$ cat config.mk
export PLATFORM = sky130hd
export DESIGN_NAME = xts_ram
export DESIGN_NICKNAME = d
export VERILOG_FILES = /design/src/rtl/core/assert_macros.svh /design/src/rtl/core/xts_ram.sv
export SDC_FILE = /design/constraint.sdc
export NUM_CORES = 1
export LEC_CHECK = 0
export BUFFER_PORTS_ARGS = -buffer_cell sky130_fd_sc_hd__buf_2
export CAP_MARGIN = 20
export CORE_MARGIN = 1.5
export CORE_UTILIZATION = 40
export DETAILED_ROUTE_END_ITERATION = 8
export PLACE_DENSITY = 0.58
export RECOVER_POWER = 50
export SLEW_MARGIN = 20
export SYNTH_ARGS = -nofsm -noshare
export SYNTH_HDL_FRONTEND = slang
export SYNTH_SLANG_ARGS = --single-unit
$ cat constraint.sdc
create_clock -name clk -period 2.8 [get_ports clk]
set_input_delay 0.56 -clock clk [delete_from_list [all_inputs] [get_ports clk]]
set_output_delay 0.56 -clock clk [all_outputs]
set_load 0.01 [all_outputs]
$ cat src/rtl/core/assert_macros.svh
// ---------------------------------------------------------------------------
// assertion macros
// shared clocked assertion forms for the trie order statistic block
// ---------------------------------------------------------------------------
`ifndef ASSERT_MACROS_SVH
`define ASSERT_MACROS_SVH

// property that must hold at every clock edge outside reset
`define XTS_ASSERT(lbl, prop, msg) \
    lbl: assert property (@(posedge clk) disable iff (!rst_n) (prop)) else $error(msg);

// condition that must never be seen outside reset
`define XTS_NEVER(lbl, cond, msg) \
    lbl: assert property (@(posedge clk) disable iff (!rst_n) !(cond)) else $error(msg);

`endif

$ cat src/rtl/core/xts_ram.sv
`timescale 1ns / 1ps
// ---------------------------------------------------------------------------
// xts_ram
// generic simple dual port ram, one write port, registered read port
// ---------------------------------------------------------------------------
module xts_ram #(
    parameter int WIDTH = 8,
    parameter int DEPTH = 64
) (
    input  logic                     clk,
    input  logic                     we,
    input  logic [$clog2(DEPTH)-1:0] waddr,
    input  logic [WIDTH-1:0]         wdata,
    input  logic                     re,
    input  logic [$clog2(DEPTH)-1:0] raddr,
    output logic [WIDTH-1:0]         rdata
);

    logic [WIDTH-1:0] mem [DEPTH];
    logic [WIDTH-1:0] rdata_reg;

    always_ff @(posedge clk)
    begin
        if (we)
        begin
            mem[waddr] <= wdata;
        end
        // read data holds while re is low
        if (re)
        begin
            rdata_reg <= mem[raddr];
        end
    end

    assign rdata = rdata_reg;

endmodule

* After elaboration in Yosys (flattened, before gate mapping)
Memory sizes are Yosys's and may differ from the RTL's. A register that Yosys moved wholly into a read port is not among the register bits.
Index checks and enable logic that the tools add are counted.
** Cells by class
- Multiplexer cells :: 2
** Operator list (number)
- $mux 1 :: 2
** Word-level totals
- Flip-flop bits (word level) :: 0
- Memory bits (writable) :: 512
- Word-level logic and storage cells :: 3
- Memories kept :: 1
- Bits of input ports :: 23
** Memory list
- mem :: words 64, width 8, rd ports 1, clocked after memory_dff 1, wr ports 1, line xts_ram.sv:19 : logic [WIDTH-1:0] mem [DEPTH];

* Depth between registers and ports, before layout
- Depth after elaboration :: 2
- Gate-level depth with buffers :: 9
- Mapped depth without buffers :: 5

* Least setup slack after synthesis
No wires, ideal clock.
- Path kind :: input to register
- Start :: in raddr[1]
- End :: reg rdata_reg[3], in the netlist rdata[3] (read register of mem), data pin
- Cell stages on the path :: 7
- Arrival :: 2.100 ns
- Buffers on the path :: 3
- Required time :: 2.534 ns
- Path slack :: 0.434 ns
- Cells stage by stage :: buf_4 > buf_2 > buf_2 > mux4_2 > mux4_2 > o21ai_1 > o41ai_1
** RTL lines
- start: declaration :: line xts_ram.sv:15 : input logic [$clog2(DEPTH)-1:0] raddr,
- end: declaration :: line xts_ram.sv:20 : logic [WIDTH-1:0] rdata_reg;

* Final worst setup path
- Start :: in wdata[5]
- End :: mem mem[16][5], data pin
** RTL lines
- start: declaration :: line xts_ram.sv:13 : input logic [WIDTH-1:0] wdata,
- end: declaration :: line xts_ram.sv:19
Straight into the memory's write port.

==> reports/metrics.csv <==
metric,value,unit
die_h,228.0,um
largest_register_ffs,512,
rsz0062_at_grt,no,
endpoint_kind,register,
antenna_found_initial,6,
r2r_cells,5,
place_inst,1723,
grt_max_degree,65,
yosys.area_share.simple,3.374,%
final_cell_mix,"520 x edfxtp_1, 126 x mux4_2, 113 x buf_4",
switching_share,20.51,%
pwr-share-clk,40.9,%
cp.arrival,2.71,ns
routed_wl,45.89,mm
whs_endpoint,rdata[2],
outcome,"finished, violations left",
path_max_fanout,49,
synthesis.nets,963,
synthXorXnorAreaFrac,0,%
post-dp-hpwl,29.13,mm
power_density,681.5,nW/um^2
crit_family,buffers and inverters,
final-setup-viol-count,0,
cts_tree,built,
synth_compound_area_share,2.064,%
fin_cells,1817,
grt_pass1_vias,10280,
wire_per_inst,25.25,um
seq_power_share,53.8,%
period_needed,2.328,ns
h-tree-depth,2,
crit_chain,"clkbuf_1, clkbuf_2",
switching_power,3.305,mW
cts_hold_buf,0,
firstDrtPassIters,4,
min_from,re,
p_leak,7.561,nW
drc,0,
avgSynthCellArea,21.54,um^2
core_area,50070,um^2
io_pins,31,
cts_root_buf,clkbuf_16,
post-place-ws,-0.08489,ns
post-route-period-util,83.14,%
grt_pass1_wl,68.97,mm
nets,1127,
areaGrowthSynthToFinish,16.77,%
dieArea,51970,um^2
synthFlopType,edfxtp_1,
cts_resized,0,
portBuffers,30,
final_common_cell,edfxtp_1,
cts_setup_buffers,0,
internal_power,12.81,mW
grt_use_total,18.26,%
synth_mux_area_share,15.88,%
via_per_inst,5.399,
start_kind,input port,
place_congestion,0.7888,
vias,9810,
holdPathStages,1,
clkSinkCount,520,
crit_required,3.18,ns
postLayoutCellArea,23640,um^2
crit_buf_inv,2,
synth_sequential_area_ratio,77.12,%
finalMaxSlewViolations,152,
drtAntennaViolNets,0,
fin_ws,0.4720,ns
hold_class,input port to register,
cp_slowest_cell,clkbuf_1,
finalHoldViolCount,0,
synth-seq-cells,520,
placed_cell_area,22100,um^2
power_frac_comb,5.3,%
slew_headroom,-51.42,%
drv_cap,4,
synth-adder-area-share,0,%
rows,82,
finalClockSkew,0.01429,ns
dieWidth,228.0,um
worstSkewPairLatency,0.59,ns
async_reset_ff_share,0,%
timing.rr.end,rdata[4],
worst-setup-path-type,input port to register,
timing.fmax,429.6,MHz
drtIter0Drc,803,
synthCells,940,
cts_made_buffers,51,
cts.path.max_buffers,3,
tightest_slew,2.271,ns
total_power,16.11,mW
initial_core_util,40.44,%
drive_above_1_share,31.58,%
grt.overflow.total,0,
yosysUniqueCellTypes,39,
r2r-start,mem[28][4],
slowest_delay,1.57,ns
synth_top_family_by_area,multiplexers,
yosysWarnings,0,
synth_edf_count,520,
peakVddDrop,0.4828,mV
mappedNetlistArea,20250,um^2
regToRegSetupSlack,0.70,ns
clk_pin_slew_worst_paths,0.06,ns
violations,"max-capacitance violations, max-slew violations",
-- kinds of logic (layout without fill, tap and decap cells) --
kind of cell / after synthesis / after routing
AND/OR/NAND/NOR: 153 / 153
flip-flops: 520 / 520
buffers and inverters: 51 / 254
other: 0 / 2
AO/OA/AOI/OAI: 54 / 54
multiplexers: 162 / 162
-- Yosys cell counts, types with 4 or more instances --
cell type / number / area [um^2]
a211oi_1: 4 / 30.03
nand2_1: 19 / 71.32
buf_2: 11 / 55.05
nand2b_1: 7 / 43.79
buf_6: 4 / 45.04
o221ai_1: 8 / 70.07
edfxtp_1: 520 / 15610
nor2b_1: 14 / 87.58
o22ai_1: 8 / 50.05
buf_4: 13 / 97.59
mux2_2: 13 / 146.4
buf_1: 4 / 15.01
a221oi_1: 6 / 52.55
nor2_1: 83 / 311.6
mux4_2: 126 / 2838
nor3_1: 7 / 35.03
clkbuf_1: 17 / 63.81
nand3_1: 13 / 65.06
mux2i_1: 23 / 230.2
-- through the flow --
stage,setup TNS [ns],utilization (%),hold WS [ns]
floorplan,0,-,0.6589
global route,0,47.22,0.4992
detailed placement,-0.08621,44.14,0.9159
finish,0,47.22,0.4825
global placement,-0.09743,44.14,0.8999
CTS,0,47.33,0.3237
-- layer usage --
metal | track usage, % | vias to the layer above | routed length [um]
li1 | - | 4284 | -
met1 | 25.90 | 5163 | 20340
met2 | 28.09 | 272 | 21250
met3 | 3.350 | 83 | 2732
met4 | 7.409 | 8 | 1512
met5 | 0 | - | 53
-- layout make-up --
class	count	area, um^2
tap	672	840.8
clock inverter	26	222.7
sequential	520	15620
antenna	2	5.005
clock buffer	66	1375
fill	4223	26430
multi-input combinational	369	4315
timing repair buffer	162	1269
-- how the worst max path moves through the flow --
stage / depth (start not counted) / from / slack [ns] / to
after detailed placement: 7 / raddr[0] / -0.08 / rdata[4]
after CTS: 7 / raddr[0] / 0.53 / rdata[4]
after global routing: 2 / wdata[5] / 0.28 / mem[21][5]
after floorplan: 7 / raddr[1] / 0.43 / rdata[3]
final: 2 / wdata[5] / 0.47 / mem[16][5]
after global placement: 7 / raddr[0] / -0.05 / rdata[6]
-- power groups by stage --
stage          Combinational [mW]  Sequential [mW]  Clock [mW]
3_5_place_dp                0.877             8.82           0
3_3_place_gp                0.864             8.82           0
4_1_cts                     0.879             8.66        6.73
5_1_grt                     0.918             8.66        7.04
2_1_floorplan               0.459             8.81           0
6_report                    0.853             8.66        6.60
Power figures use the tool's default switching activity.
